## src/rtl/core/sdie_pkg.sv

```systemverilog
`timescale 1ns / 1ps
// ============================================================================
// sdie_pkg : shared types and constants for the spring-damper step block
// Widths of the fixed-point datapath, register codes, sequencer states and
// the divider result word.
// ============================================================================
package sdie_pkg;

    // Field widths (Q16.16 values, 20-bit time step)
    localparam int FRAC_W  = 16;
    localparam int X_W     = 32;
    localparam int DT_W    = 20;
    localparam int CFG_W   = 31;
    localparam int THR_W   = 32;
    localparam int D_W     = X_W + 1;          // position - goal, exact
    localparam int MAG_W   = 32;               // |d|, |v|, |new speed|

    // Intermediate widths
    localparam int KDT_W   = 35;               // (k*dt) >> 16
    localparam int KDT2_W  = 39;               // (kdt*dt) >> 16
    localparam int DEN_W   = 40;               // m + c*dt + k*dt^2
    localparam int P1_W    = 64;               // signed m*v
    localparam int NUM_W   = 68;               // numerator magnitude
    localparam int QUO_W   = 33;               // quotient, clamped at 2^32
    localparam int PMAG_W  = 36;               // |nv|*dt >> 16
    localparam int NX_W    = X_W + 6;          // position sum before clamp
    localparam int NV2_W   = 63;
    localparam int D2_W    = 64;
    localparam int ACC_W   = 97;               // exact energy term
    localparam int SUM_W   = 64;               // Q32.32 energy sum
    localparam int E_SHIFT = 17;               // 0.5 and Q48 -> Q32 trim
    localparam int HALF_W  = 32;               // split of wide operands

    // Shared multiplier
    localparam int MUL_A_W = 35;
    localparam int MUL_B_W = 32;
    localparam int PROD_W  = MUL_A_W + MUL_B_W;

    // Divider: two quotient bits per cycle
    localparam int DIV_STEPS = NUM_W / 2;
    localparam int DIV_CNT_W = $clog2(DIV_STEPS);

    // Stream word widths
    localparam int S_TDATA_W = 120;            // 116 bits of fields, byte padded
    localparam int M_TDATA_W = 64;
    localparam int IDX_W     = 2;

    // Register reset values
    localparam logic [CFG_W-1:0] MASS_RST      = 31'd65536;
    localparam logic [CFG_W-1:0] STIFFNESS_RST = 31'd65536;
    localparam logic [CFG_W-1:0] DAMPING_RST   = 31'd65536;
    localparam logic [THR_W-1:0] THRESHOLD_RST = 32'd4295;

    typedef enum logic [IDX_W-1:0] {
        REG_MASS      = 2'd0,
        REG_STIFFNESS = 2'd1,
        REG_DAMPING   = 2'd2,
        REG_THRESHOLD = 2'd3
    } cfg_reg_t;

    typedef enum logic [4:0] {
        S_IDLE,
        S_KDT,
        S_CDT,
        S_KDT2,
        S_P1,
        S_P2,
        S_NUM,
        S_DSTART,
        S_DWAIT,
        S_SAT,
        S_STEP,
        S_NV2,
        S_D2,
        S_EM0,
        S_EM1,
        S_EK0,
        S_EK1,
        S_EACC,
        S_ESUM,
        S_DONE
    } seq_state_t;

    typedef struct packed {
        logic             done;
        logic [QUO_W-1:0] quo;
    } div_res_t;

endpackage

```

## src/rtl/core/sdie_mul.sv

```systemverilog
`timescale 1ns / 1ps
// ============================================================================
// sdie_mul : shared unsigned multiplier
// One 35x32 product per cycle, registered at the output.
// ============================================================================
module sdie_mul import sdie_pkg::*; (
    input  logic               aclk,
    input  logic [MUL_A_W-1:0] mul_a,
    input  logic [MUL_B_W-1:0] mul_b,
    output logic [PROD_W-1:0]  prod_reg
);

    // product register, no reset (payload only)
    always_ff @(posedge aclk) begin
        prod_reg <= PROD_W'(mul_a) * PROD_W'(mul_b);
    end

endmodule

```

## config.mk

```make
export PLATFORM = sky130hd
export DESIGN_NAME = sdie_mul
export DESIGN_NICKNAME = d
export VERILOG_FILES = /design/src/rtl/core/sdie_pkg.sv /design/src/rtl/core/sdie_mul.sv
export SDC_FILE = /design/constraint.sdc
export NUM_CORES = 2
export LEC_CHECK = 0
export ABC_CLOCK_PERIOD_IN_PS = 10100
export BUFFER_PORTS_ARGS = -buffer_cell sky130_fd_sc_hd__buf_2
export CAP_MARGIN = 20
export CORE_ASPECT_RATIO = 0.5
export CORE_MARGIN = 5
export CORE_UTILIZATION = 66
export DETAILED_ROUTE_END_ITERATION = 10
export PLACE_DENSITY_LB_ADDON = 0.12
export SETUP_SLACK_MARGIN = 0.02
export SLEW_MARGIN = 40
export SYNTH_ARGS = -nofsm -noshare
export SYNTH_HDL_FRONTEND = slang
export SYNTH_SLANG_ARGS = --single-unit
export TNS_END_PERCENT = 50
```

## constraint.sdc

```tcl
create_clock -name aclk -period 10.1 [get_ports aclk]
set_clock_uncertainty 0.15 [all_clocks]
set_input_delay 0.505 -clock aclk [delete_from_list [all_inputs] [get_ports aclk]]
set_output_delay 0.505 -clock aclk [all_outputs]
set_load 0.005 [all_outputs]
```

==> reports/metrics.sh <==
CTS.REPORTEDPATHS.CLKPINSLEW_PS=70
NUMBER_OF_NETS_PRODUCED_BY_SYNTHESIS=5427
ROUTED_WIRELENGTH_MM=92.51
YS_ASYNC_SR_FRACTION_PCT=0
CP_SLOWEST_STAGE_DELAY_PS=680
SYNTH.TOP_CELL.AREA_SHARE_PCT=52.91
SYNTHMOSTINSTANTIATEDCELL='sky130_fd_sc_hd__fa_1'
VIA_COUNT_OF_THE_FIRST_GLOBAL_ROUTING_PASS=29990
HOLD_VIO_CNT_FINAL=0
SYNTH_XOR_AREA_SHARE_PCT=1.526
YOSYS_MOST_USED_DFF='sky130_fd_sc_hd__dfxtp_1'
ROWS=61
DRV_SLEW=0
DRC=0
SYNTH_EDF_COUNT=0
LAYOUT.NETS=5350
DIE-AREA_MM2=0.06167
TIMING.HOLD.WORST.CLASS='in2reg'
SYNTH-SEQ-CELLS=67
MUXSHAREOFSYNTHAREA_PCT=0
GR-USAGE-ALL-LAYERS_PCT=31.60
RUN_STATUS='finished clean'
CORE_AREA_MM2=0.05572
SYN_AREA_PER_CELL_UM2=9.084
SYNTH_COMPOUND_AREA_SHARE_PCT=4.051
CP_COMMON_CELL='sky130_fd_sc_hd__fa_1'
POST_SYNTH_MOST_FREQUENT_CELLS='sky130_fd_sc_hd__fa_1 (986), sky130_fd_sc_hd__inv_1 (973), sky130_fd_sc_hd__nand2_1 (685)'
VIAS=27080
HOLDBUFCOUNTCTS=0
FMAXACHIEVABLE_MHz=109.1
SYNTHDOMINANTAREACELLTYPE='sky130_fd_sc_hd__fa_1'
YOSYSUNIQUECELLTYPES=64
PLACE.GP.CONGESTION=0.9140
DR.PASS1.ITERS=6
CRITICAL_PATH.SLOWEST_CELL='sky130_fd_sc_hd__buf_2'
CTS_HTREE_LEVELS=3
START_KIND='input pin'
GRT_ANTENNA_BEFORE_REPAIR=1
CTS_TREE='built'
ROUTED_VIA_DENSITY=5.652
GRT_FIRST_PASS_WIRELENGTH_MM=153.2
POST_ROUTE_CELLS_DRIVE_ABOVE_1_SHARE_PCT=4.362
CTS-BUFFERS-INSERTED=9
CLOCK_SINK_COUNT=67
DRV_CAP=0
TIMING.MAX_SLEW.REL_SLACK_PCT=39.04
SETUP_VIOL_COUNT_FINAL=0
CRITICAL_PATH.MAX_FANOUT=32
CP_DATA_REQUIRED_TIME_PS=10250
AREA_GROWTH_FROM_SYNTHESIS_TO_LAYOUT_PCT=2.992
SYNTH-ADDER-AREA-SHARE_PCT=61.83
SYNTH_TOP_FAMILY_BY_AREA='adder cells'
POST-DP-HPWL_MM=75.30
DETAILEDROUTE.FIRSTITERATIONVIOLATIONS=1785
CRITPATHCAPTURETYPE='flip-flop'
ROUTED_WIRE_LENGTH_PER_INSTANCE_UM=19.31
GLOBAL_ROUTE_OVERFLOW=0
IOS=135
CTS_REPAIR_RESIZE_COUNT=0
LAYOUT_MIN_CYCLE_TIME_PS=9168
CTS_MAX_PATH_BUFFERS=2
POST-CTS-SETUP-BUFFERS=0
TRANSITION_TIME_OF_THE_TIGHTEST_SLEW_CHECK_PIN_PS=914.3
SYN-CELL-AREA_MM2=0.03731
POST_SYNTH_INST_COUNT=4107
CTSROOTBUFFERMASTER='sky130_fd_sc_hd__clkbuf_16'
PATH_CELLS='buf_2, and2_1, fa_1, fa_1, inv_1, fa_1, fa_1, inv_1, fa_1, fa_1, fa_1, inv_1, fa_1, inv_1, ha_1, nand2_1, nor3_1, nand3_1, nor4_2, o211ai_2, a31oi_2, a21oi_4, o41ai_2, xor2_1'
ANTENNA_LEFT=0
YOSYS-TOP-CELLS-AREA='sky130_fd_sc_hd__fa_1 (53%), sky130_fd_sc_hd__inv_1 (9.8%), sky130_fd_sc_hd__ha_1 (8.9%), sky130_fd_sc_hd__and2_1 (8.5%), sky130_fd_sc_hd__nand2_1 (6.9%)'
INITIAL_STANDARD_CELL_UTILIZATION_OF_THE_CORE_PCT=66.96
SYNTH.YOSYS.SEQ_AREA_SHARE_PCT=3.595
SYNTH-SIMPLE-AREA-SHARE_PCT=16.91
LARGEST_REG_FLOPS=67
DIE_HEIGHT_UM=178.1
RSZ_0062_RAISED_AFTER_GLOBAL_ROUTING='no'
TNS_PS=0
DIE_W_UM=346.2
PORT_BUFS=134
WORST-ENDPOINT-ARRIVAL_PS=9320
MIN_PERIOD_OVER_PERIOD_PCT=90.77
YS_WARN_COUNT=0
WORSTSETUPPATHTYPE='in2reg'
GRT_START_MAX_NET_PINS=36
stage by stage:
step | utilization (%) | cell area (um2) | setup slack (ps) | hold slack, ps | std cells
6_report | 68.96 | 38420 | 932.5 | 636.9 | 4792
4_1_cts | 68.90 | 38390 | 1281 | 620.0 | 4790
5_1_grt | 68.96 | 38420 | 767.0 | 634.2 | 4792
2_1_floorplan | - | 37310 | 2588 | 482.3 | 4107
3_5_place_dp | 68.37 | 38090 | 929.9 | 731.2 | 4774
3_3_place_gp | 68.36 | 38090 | 593.2 | 731.7 | 4774
cell families (layout without fill, tap and decap cells):
logic type | after synthesis | in the layout
buffers and inverters | 1199 | 1127
other | 0 | 1
adders and majority gates | 1252 | 1252
AOI/OAI and AO/OA | 226 | 226
DFF | 67 | 67
xor gates and xnor gates | 65 | 65
and+or+nand+nor | 1298 | 1298
worst paths after layout:
| path | startpoint | endpoint | cells past startpoint |
|---|---|---|---|
| min | mul_a[0] | prod_reg[0]$_DFF_P_ | 3 |
| max | mul_a[26] | prod_reg[64]$_DFF_P_ | 24 |
metal layers:
metal | global-route usage, % | vias up | routed length (um)
met5 | 0 | - | 0
met4 | 13.30 | 0 | 4496
met3 | 4.770 | 270 | 6436
met2 | 55.35 | 1057 | 46610
met1 | 39.86 | 14100 | 34970
li1 | - | 11660 | -
cell usage in the layout (no fill, tap or decap), types with 6 or more instances in the layout:
cell | Yosys | layout
sky130_fd_sc_hd__xnor2_1 | 41 | 41
sky130_fd_sc_hd__xor2_1 | 24 | 24
sky130_fd_sc_hd__o21ai_0 | 36 | 36
sky130_fd_sc_hd__a21oi_1 | 70 | 70
sky130_fd_sc_hd__nand3_1 | 12 | 12
sky130_fd_sc_hd__nand2_1 | 685 | 685
sky130_fd_sc_hd__and2_1 | 505 | 505
sky130_fd_sc_hd__a21o_1 | 22 | 22
sky130_fd_sc_hd__ha_1 | 266 | 266
sky130_fd_sc_hd__o21ai_1 | 8 | 8
sky130_fd_sc_hd__dfxtp_1 | 67 | 67
sky130_fd_sc_hd__o31ai_1 | 6 | 6
sky130_fd_sc_hd__a31oi_1 | 6 | 6
sky130_fd_sc_hd__clkbuf_16 | 0 | 9
sky130_fd_sc_hd__nor2_1 | 45 | 45
sky130_fd_sc_hd__buf_2 | 8 | 133
sky130_fd_sc_hd__a211oi_1 | 14 | 14
sky130_fd_sc_hd__nand4_1 | 15 | 15
sky130_fd_sc_hd__nor3_1 | 7 | 7
sky130_fd_sc_hd__fa_1 | 986 | 986
sky130_fd_sc_hd__o21bai_1 | 17 | 17
sky130_fd_sc_hd__inv_1 | 973 | 973
layout make-up:
type	instances	area, um2
timing repair buffer	138	723.2
sequential	67	1341
antenna	1	2.502
fill	4511	17290
tap	756	945.9
multi-input combinational	2841	31460
inverter	973	3652
clock buffer	12	246.5
clock inverter	4	50.05
worst max-delay path: cells and delay by family:
| family | cells | cell delay (ps) |
|---|---|---|
| adder cells (fa/ha/maj) | 9 | 4380 |
| AO/OA/AOI/OAI | 4 | 1330 |
| buffers and inverters | 5 | 880 |
| XOR/XNOR | 1 | 180 |
| AND/OR/NAND/NOR | 5 | 2000 |
Power is not shown: default switching activity piles up to over one toggle a cycle in this logic, so the estimate is an artifact.
