==> src/rtl/core/sdie_pkg.sv <==
`timescale 1ns / 1ps
// ============================================================================
// sdie_pkg : shared types and constants for the spring-damper step block
// Widths of the fixed-point datapath, register codes, sequencer states and
// the divider result word.
// ============================================================================
package sdie_pkg;

    // Field widths (Q16.16 values, 20-bit time step)
    localparam int FRAC_W  = 16;
    localparam int X_W     = 32;
    localparam int DT_W    = 20;
    localparam int CFG_W   = 31;
    localparam int THR_W   = 32;
    localparam int D_W     = X_W + 1;          // position - goal, exact
    localparam int MAG_W   = 32;               // |d|, |v|, |new speed|

    // Intermediate widths
    localparam int KDT_W   = 35;               // (k*dt) >> 16
    localparam int KDT2_W  = 39;               // (kdt*dt) >> 16
    localparam int DEN_W   = 40;               // m + c*dt + k*dt^2
    localparam int P1_W    = 64;               // signed m*v
    localparam int NUM_W   = 68;               // numerator magnitude
    localparam int QUO_W   = 33;               // quotient, clamped at 2^32
    localparam int PMAG_W  = 36;               // |nv|*dt >> 16
    localparam int NX_W    = X_W + 6;          // position sum before clamp
    localparam int NV2_W   = 63;
    localparam int D2_W    = 64;
    localparam int ACC_W   = 97;               // exact energy term
    localparam int SUM_W   = 64;               // Q32.32 energy sum
    localparam int E_SHIFT = 17;               // 0.5 and Q48 -> Q32 trim
    localparam int HALF_W  = 32;               // split of wide operands

    // Shared multiplier
    localparam int MUL_A_W = 35;
    localparam int MUL_B_W = 32;
    localparam int PROD_W  = MUL_A_W + MUL_B_W;

    // Divider: two quotient bits per cycle
    localparam int DIV_STEPS = NUM_W / 2;
    localparam int DIV_CNT_W = $clog2(DIV_STEPS);

    // Stream word widths
    localparam int S_TDATA_W = 120;            // 116 bits of fields, byte padded
    localparam int M_TDATA_W = 64;
    localparam int IDX_W     = 2;

    // Register reset values
    localparam logic [CFG_W-1:0] MASS_RST      = 31'd65536;
    localparam logic [CFG_W-1:0] STIFFNESS_RST = 31'd65536;
    localparam logic [CFG_W-1:0] DAMPING_RST   = 31'd65536;
    localparam logic [THR_W-1:0] THRESHOLD_RST = 32'd4295;

    typedef enum logic [IDX_W-1:0] {
        REG_MASS      = 2'd0,
        REG_STIFFNESS = 2'd1,
        REG_DAMPING   = 2'd2,
        REG_THRESHOLD = 2'd3
    } cfg_reg_t;

    typedef enum logic [4:0] {
        S_IDLE,
        S_KDT,
        S_CDT,
        S_KDT2,
        S_P1,
        S_P2,
        S_NUM,
        S_DSTART,
        S_DWAIT,
        S_SAT,
        S_STEP,
        S_NV2,
        S_D2,
        S_EM0,
        S_EM1,
        S_EK0,
        S_EK1,
        S_EACC,
        S_ESUM,
        S_DONE
    } seq_state_t;

    typedef struct packed {
        logic             done;
        logic [QUO_W-1:0] quo;
    } div_res_t;

endpackage

==> src/rtl/core/sdie_div.sv <==
`timescale 1ns / 1ps
// ============================================================================
// sdie_div : iterative restoring divider
// Divides the magnitude of a signed numerator by an unsigned denominator,
// two quotient bits per cycle. The quotient saturates at 2^32.
// ============================================================================
module sdie_div import sdie_pkg::*; (
    input  logic             aclk,
    input  logic             aresetn,
    input  logic             start,
    input  logic [NUM_W:0]   num,      // two's complement
    input  logic [DEN_W-1:0] den,      // nonzero
    output div_res_t         div_res
);

    localparam logic [QUO_W-1:0] QUO_MAX = {1'b1, {(QUO_W-1){1'b0}}};

    logic                 busy_reg;
    logic                 done_reg;
    logic [DIV_CNT_W-1:0] cnt_reg;
    logic [NUM_W-1:0]     nsh_reg;
    logic [DEN_W-1:0]     rem_reg;
    logic [QUO_W-1:0]     quo_reg;

    logic [NUM_W:0]       num_abs;
    logic [DEN_W:0]       t1, t2, r1, r2;
    logic                 ge1, ge2;
    logic [QUO_W+1:0]     q_ext;

    assign num_abs = num[NUM_W] ? (~num + 1'b1) : num;

    // two compare-subtract steps per cycle
    always_comb begin
        t1    = {rem_reg, nsh_reg[NUM_W-1]};
        ge1   = (t1 >= {1'b0, den});
        r1    = ge1 ? (t1 - {1'b0, den}) : t1;
        t2    = {r1[DEN_W-1:0], nsh_reg[NUM_W-2]};
        ge2   = (t2 >= {1'b0, den});
        r2    = ge2 ? (t2 - {1'b0, den}) : t2;
        q_ext = {quo_reg, ge1, ge2};
    end

    // control
    always_ff @(posedge aclk) begin
        if (!aresetn) begin
            busy_reg <= 1'b0;
            done_reg <= 1'b0;
            cnt_reg  <= '0;
        end else begin
            done_reg <= 1'b0;
            if (start) begin
                busy_reg <= 1'b1;
                cnt_reg  <= DIV_CNT_W'(DIV_STEPS - 1);
            end else if (busy_reg) begin
                cnt_reg <= cnt_reg - 1'b1;
                if (cnt_reg == '0) begin
                    busy_reg <= 1'b0;
                    done_reg <= 1'b1;
                end
            end
        end
    end

    // datapath
    always_ff @(posedge aclk) begin
        if (start) begin
            nsh_reg <= num_abs[NUM_W-1:0];
            rem_reg <= '0;
            quo_reg <= '0;
        end else if (busy_reg) begin
            nsh_reg <= {nsh_reg[NUM_W-3:0], 2'b00};
            rem_reg <= r2[DEN_W-1:0];
            quo_reg <= (q_ext > (QUO_W+2)'(QUO_MAX)) ? QUO_MAX : q_ext[QUO_W-1:0];
        end
    end

    assign div_res.done = done_reg;
    assign div_res.quo  = quo_reg;

endmodule

==> config.mk <==
export PLATFORM = sky130hd
export DESIGN_NAME = sdie_div
export DESIGN_NICKNAME = d
export VERILOG_FILES = /design/src/rtl/core/sdie_pkg.sv /design/src/rtl/core/sdie_div.sv
export SDC_FILE = /design/constraint.sdc
export NUM_CORES = 1
export LEC_CHECK = 0
export BUFFER_PORTS_ARGS = -buffer_cell sky130_fd_sc_hd__buf_4
export CAP_MARGIN = 40
export CORE_UTILIZATION = 60
export DETAILED_ROUTE_END_ITERATION = 16
export GPL_ROUTABILITY_DRIVEN = 0
export PLACE_DENSITY = 0.85
export SYNTH_ARGS = -nofsm -noshare
export SYNTH_HDL_FRONTEND = slang
export SYNTH_SLANG_ARGS = --single-unit
export TNS_END_PERCENT = 10
==> constraint.sdc <==
create_clock -name aclk -period 7.9 [get_ports aclk]
set_clock_uncertainty 0.1 [all_clocks]
set_input_delay 1.185 -clock aclk [delete_from_list [all_inputs] [get_ports aclk]]
set_output_delay 1.185 -clock aclk [all_outputs]
set_load 0.03 [all_outputs]
==> results of run 1 <==
cells by family after synthesis:
family | Yosys count | share of synthesized area (%)
muxes | 25 | 2.24
and+or+nand+nor | 459 | 18.1
AOI/OAI and AO/OA | 460 | 25.3
xor gates and xnor gates | 138 | 10.0
buffers and inverters | 154 | 5.09
DFF | 149 | 30.3
adders and majority gates | 85 | 8.93
power by group through the flow:
| stage | Clock [mW] | Combinational, mW | Sequential [mW] |
|---|---|---|---|
| 2_1_floorplan | 0 | 1.86 | 0.977 |
| 3_3_place_gp | 0 | 2.37 | 0.984 |
| 3_5_place_dp | 0 | 2.43 | 0.988 |
| 4_1_cts | 0.848 | 2.45 | 0.972 |
| 5_1_grt | 0.878 | 2.74 | 0.984 |
| 6_report | 0.840 | 2.51 | 0.974 |
metal layers:
| metal | vias up | share of wire (%) | global-route usage (%) |
|---|---|---|---|
| li1 | 5615 | - | - |
| met1 | 5295 | 43 | 40.0 |
| met2 | 501 | 46 | 50.0 |
| met3 | 59 | 7.9 | 6.40 |
| met4 | 0 | 2.6 | 12.9 |
| met5 | - | 0 | 0 |
worst max-delay path by stage:
stage / from / end / slack [ns] / cells after the start
global placement: den[6] / rem_reg[30]$_SDFFE_PP0P_ / 0.69 / 21
CTS: den[6] / rem_reg[38]$_SDFFE_PP0P_ / 1.05 / 22
detailed placement: den[6] / rem_reg[15]$_SDFFE_PP0P_ / 0.65 / 21
finish: den[6] / rem_reg[38]$_SDFFE_PP0P_ / 0.84 / 22
global route: den[6] / rem_reg[15]$_SDFFE_PP0P_ / 0.48 / 24
floorplan: den[6] / rem_reg[38]$_SDFFE_PP0P_ / 1.10 / 25
tightest hold or removal path, cell delays in order, from the launching register on:
cell,delay (ns)
dfxtp_1,0.33
nand2_1,0.07
a21oi_1,0.05
synthesized netlist by cell type, drive strengths merged (3+ instances only):
library cell / n / share of area [%]
mux2i: 9 / 0.75
nor3: 24 / 1.0
a31oi: 6 / 0.31
a21o: 26 / 1.6
a2111oi: 3 / 0.22
o21a: 6 / 0.37
a211o: 3 / 0.22
or2: 10 / 0.56
o41ai: 15 / 1.2
o21ai: 70 / 2.9
buf: 11 / 0.51
o211ai: 13 / 0.81
nand3: 25 / 1.0
nand2: 120 / 3.7
a21boi: 6 / 0.37
nand4: 19 / 0.98
o22ai: 4 / 0.21
or4: 13 / 0.97
clkbuf: 67 / 2.1
nor2b: 10 / 0.52
mux2: 16 / 1.5
nand3b: 4 / 0.25
o21bai: 10 / 0.62
nor4: 9 / 0.47
xnor2: 48 / 3.5
edfxtp: 68 / 17
inv: 73 / 2.3
and2: 3 / 0.16
nor2: 176 / 5.5
xor2: 90 / 6.5
dfxtp: 81 / 13
or3: 18 / 1.2
a311oi: 19 / 1.4
nand2b: 13 / 0.67
and3: 6 / 0.31
ha: 83 / 8.6
a211oi: 24 / 1.5
a32o: 32 / 2.7
and4: 5 / 0.36
o31ai: 33 / 2.2
a21oi: 167 / 6.9
area by class of cell:
type | count | area [sq um] | area share (%)
Inverter | 74 | 278 | 1.99
Tap cell | 265 | 332 | 2.38
Clock buffer | 17 | 425 | 3.05
Multi-Input combinational cell | 1167 | 7820 | 56.1
Clock inverter | 15 | 176 | 1.27
Sequential cell | 149 | 3660 | 26.3
Timing Repair Buffer | 165 | 1240 | 8.87
==> run_results.csv, run 1 <==
group,metric,value,unit
worst_setup_path,path_buf_inv,4,
worst_setup_path,slowest_delay,0.68,ns
worst_setup_path,r2r-start,"rem_reg[5]$_SDFFE_PP0P_",
route,drcViolationCount,0,
cells_and_area,final_nets,1771,
worst_setup_path,cpMostUsedCell,"o211ai_1",
worst_setup_path,path_cells,"buf_4 -> inv_1 -> ha_1 -> o211ai_1 -> nor3_1 -> o21ai_1 -> a211oi_1 -> buf_4 -> a21oi_1 -> o31ai_4 -> buf_4 -> mux2_2 -> ha_1 -> o211ai_1 -> o211ai_1 -> a32oi_1 -> a21oi_1 -> o211ai_1 -> a211oi_1 -> o2111ai_1 -> a311o_1 -> a221oi_1",
yosys,synth_nets,1667,
worst_setup_path,critical_path.top_delay_family,"compound AO/OA/AOI/OAI gates",
pwr,p_leak,5.85,nW
clock_tree,cts.path.max_buffers,2,
cells_and_area,final_area,13900,sq um
grt,grt_remaining_overflow,0,
die,io_pins,146,
worst_setup_path,crit_fanout,15,
cells_and_area,finalNonFillerCells,1852,
clock_tree,h-tree-depth,4,
die,initial_core_util,61.6,%
cells_and_area,postLayoutCoreUtil,71.1,%
die,die_h,144,microns
pwr,seqPwrFrac,22.5,%
worst_setup_path,rrSetupSlack,1.41,ns
sta,finalSetupViolCount,0,
pwr,internal_power,2.39,mW
route,postRouteAntennaNets,0,
route,vias,11500,
sta,rsz0062_at_grt,"no",
sta,relSlewSlack,42.6,%
grt,antenna_found_initial,0,
place,dp_cells,1820,
sta,whs,0.390,ns
worst_hold_path,hold_path.class,"reg2reg",
worst_setup_path,cp.arrival,7.28,ns
yosys,postSynth.asyncResetShare,0,%
clock_tree,clk_latency,0.43,ns
clock_tree,clk_pin_slew,0.06,ns
route,drt-total-wl,31700,microns
clock_tree,cts_setup_buffers,0,
cells_and_area,largest_reg_flops,68,
yosys,ys_seq_area_share,30.3,%
die,die_w,144,microns
sta,finalHoldViolCount,0,
grt,grt_usage,31.0,%
cells_and_area,drive_above_1_share,16.1,%
clock_tree,cts_made_buffers,17,
pwr,sw_frac_of_total,44.8,%
pwr,combPwrFrac,58.1,%
clock_tree,clockRootBuffer,"clkbuf_16",
pwr,p_per_area,310,nW/um^2
worst_setup_path,reg2reg_depth,20,
pwr,peakVddDrop,0.000191,V
sta,final.setup.worst_slack,0.842,ns
sta,period_minus_slack,7.06,ns
clock_tree,postCtsHoldBufs,0,
die,dieArea,20700,sq um
clock_tree,cts_tree,"done",
yosys,ys.flop_type,"dfxtp_1",
worst_setup_path,crit_path_end_kind,"flip-flop",
pwr,pwr-share-clk,19.4,%
place,dp_hpwl,23300,microns
cells_and_area,final_common_cell,"nor2_1",
sta,drv_slew,0,
outcome,outcome,"finished clean",
route,viasPerCell,6.19,
pwr,fin_total_pwr,4.33,mW
grt,grt_pass1_vias,10700,
worst_hold_path,worstHoldPathCells,2,
route,first_pass_iters,6,
place,dp_slack,0.655,ns
sta,fin_tns_setup,0,ns
worst_setup_path,worstSetupPathType,"in2reg",
clock_tree,cts-resized-gates,0,
flow_run,drv_cap,0,
yosys,syn_area_per_cell,8.21,sq um
pwr,power.switching,1.94,mW
cells_and_area,area_delta_synth_final,15.4,%
grt,grt_pass1_wl,51000,microns
route,drtIter0Drc,1057,
yosys,ys_types,77,
cells_and_area,final_cell_mix,"nor2_1 (174), a21oi_1 (167), buf_4 (164)",
yosys,ys_ff_latch,149,
route,routedWlPerCell,17.1,microns
place,dpl_cell_area,13300,sq um
sta,max_freq,0.142,GHz
cells_and_area,antenna_cells,0,
yosys,synth_edf_count,68,
grt,grt_start_max_net_pins,97,
yosys,synth_cells,1470,
place,io_buffers,145,
sta,fin_crit_sh,89.3,%
cells_and_area,fillers,1562,
worst_setup_path,r2r-end,"rem_reg[38]$_SDFFE_PP0P_",
worst_setup_path,cp-start-kind,"input port",
worst_setup_path,required,8.12,ns
sta,tightest_slew,0.860,ns
die,core,19600,sq um
die,rows,51,
worst_hold_path,worstHoldEndpoint,"quo_reg[0]$_SDFFE_PP0P_",
worst_setup_path,slowest_stage,"o31ai_4",
clock_tree,clock_sinks,149,
worst_hold_path,min_from,"quo_reg[0]$_SDFFE_PP0P_",
yosys,yosys_warnings,0,
yosys,syn_area,12100,sq um
(Power assumes the default switching activity.)
==> inputs of run 2 (changes only) <==
--- a/config.mk
+++ b/config.mk
@@ -10,7 +10,7 @@
 export CORE_UTILIZATION = 60
 export DETAILED_ROUTE_END_ITERATION = 16
 export GPL_ROUTABILITY_DRIVEN = 0
-export PLACE_DENSITY = 0.85
+export PLACE_DENSITY = 0.82
 export SYNTH_ARGS = -nofsm -noshare
 export SYNTH_HDL_FRONTEND = slang
 export SYNTH_SLANG_ARGS = --single-unit
==> run_results.csv, run 2 (synthesized netlist as in run 1, its figures left out) <==
group,metric,value,unit
outcome,outcome,"finished clean",
die,rows,51,
sta,tightest_slew,0.871,ns
clock_tree,cts_setup_buffers,0,
cells_and_area,final_cell_mix,"nor2_1 (174), a21oi_1 (167), buf_4 (160)",
clock_tree,postCtsHoldBufs,0,
worst_hold_path,hold_path.class,"reg2reg",
grt,grt_remaining_overflow,0,
route,first_pass_iters,6,
sta,whs,0.391,ns
worst_setup_path,critical_path.top_delay_family,"compound AO/OA/AOI/OAI gates",
pwr,p_per_area,310,nW/um^2
sta,final.setup.worst_slack,0.806,ns
grt,antenna_found_initial,0,
clock_tree,cts-resized-gates,0,
cells_and_area,final_common_cell,"nor2_1",
cells_and_area,antenna_cells,0,
cells_and_area,area_delta_synth_final,15.6,%
die,io_pins,146,
pwr,peakVddDrop,0.000220,V
sta,drv_slew,0,
flow_run,drv_cap,0,
die,dieArea,20700,sq um
die,core,19600,sq um
grt,grt_pass1_wl,51500,microns
cells_and_area,drive_above_1_share,15.9,%
die,die_w,144,microns
clock_tree,h-tree-depth,4,
route,drcViolationCount,0,
cells_and_area,final_area,14000,sq um
pwr,p_leak,5.84,nW
clock_tree,clockRootBuffer,"clkbuf_16",
route,drtIter0Drc,859,
worst_setup_path,crit_path_end_kind,"flip-flop",
worst_setup_path,path_cells,"buf_4 -> inv_1 -> ha_1 -> a2111oi_0 -> nor3_1 -> o21ai_1 -> a211oi_1 -> a21oi_1 -> o31ai_4 -> buf_4 -> mux2_2 -> ha_1 -> nand4_1 -> nor3_1 -> a32oi_1 -> a21oi_1 -> o211ai_1 -> a211oi_1 -> o2111ai_1 -> a311o_1 -> a221oi_1",
worst_setup_path,worstSetupPathType,"in2reg",
worst_setup_path,cp-start-kind,"input port",
cells_and_area,fillers,1581,
sta,fin_tns_setup,0,ns
place,dpl_cell_area,13400,sq um
sta,period_minus_slack,7.09,ns
place,dp_slack,0.670,ns
grt,grt_usage,31.2,%
worst_setup_path,slowest_stage,"a211oi_1",
clock_tree,cts_tree,"done",
sta,rsz0062_at_grt,"no",
route,viasPerCell,6.25,
cells_and_area,largest_reg_flops,68,
worst_setup_path,cp.arrival,7.32,ns
route,vias,11600,
clock_tree,clock_sinks,149,
sta,fin_crit_sh,89.8,%
pwr,fin_total_pwr,4.33,mW
sta,relSlewSlack,41.9,%
worst_setup_path,required,8.13,ns
clock_tree,cts.path.max_buffers,2,
worst_setup_path,slowest_delay,0.73,ns
route,routedWlPerCell,17.3,microns
place,io_buffers,145,
grt,grt_pass1_vias,10700,
sta,max_freq,0.141,GHz
cells_and_area,final_nets,1769,
die,die_h,144,microns
sta,finalSetupViolCount,0,
place,dp_hpwl,23700,microns
route,postRouteAntennaNets,0,
clock_tree,cts_made_buffers,17,
clock_tree,clk_latency,0.43,ns
route,drt-total-wl,32100,microns
die,initial_core_util,61.6,%
worst_setup_path,path_buf_inv,3,
grt,grt_start_max_net_pins,87,
sta,finalHoldViolCount,0,
clock_tree,clk_pin_slew,0.06,ns
worst_setup_path,crit_fanout,32,
[run 2: through the flow]
step | utilization (%) | std cells
4_1_cts | 71.3 | 1850
3_3_place_gp | 68.1 | 1817
3_5_place_dp | 68.2 | 1818
6_report | 71.3 | 1850
5_1_grt | 71.3 | 1850
2_1_floorplan | - | 1470
[run 2: area by class of cell]
cell class	instances	area [sq um]	area share [%]
Inverter	74	278	1.99
Clock buffer	18	429	3.07
Sequential cell	149	3660	26.2
Tap cell	265	332	2.37
Timing Repair Buffer	163	1270	9.09
Multi-Input combinational cell	1167	7820	56.0
Clock inverter	14	169	1.21
[run 2: report_power, final]
part	leakage, nW	internal (mW)	switching (mW)	total, mW
registers	1.33	0.915	0.0612	0.976
clock network	0.282	0.476	0.366	0.842
logic	4.23	1.02	1.49	2.51
[run 2: final timing paths]
path	from	to	slack (ns)	cells after the start
min reg2reg	rem_reg[34]$_SDFFE_PP0P_	rem_reg[34]$_SDFFE_PP0P_	0.39	2
min	rem_reg[34]$_SDFFE_PP0P_	rem_reg[34]$_SDFFE_PP0P_	0.39	2
max	den[6]	rem_reg[38]$_SDFFE_PP0P_	0.81	21
max reg2reg	rem_reg[5]$_SDFFE_PP0P_	rem_reg[38]$_SDFFE_PP0P_	1.40	19
[run 2: layer usage]
metal	routed length [microns]	GRT usage [%]
met2	15400	53.7
met4	825	10.1
met3	2350	5.96
met1	13500	39.0
met5	0	0
[run 2: worst register-to-register path, stage by stage, from the launching register on]
cell and delay (ns):
dfxtp_1 0.33, ha_1 0.42, a2111oi_0 0.16, nor3_1 0.16, o21ai_1 0.17, a211oi_1 0.44, a21oi_1 0.27, o31ai_4 0.30
buf_4 0.39, mux2_2 0.42, ha_1 0.38, nand4_1 0.20, nor3_1 0.22, a32oi_1 0.23, a21oi_1 0.38, o211ai_1 0.23
a211oi_1 0.73, o2111ai_1 0.25, a311o_1 0.40, a221oi_1 0.23
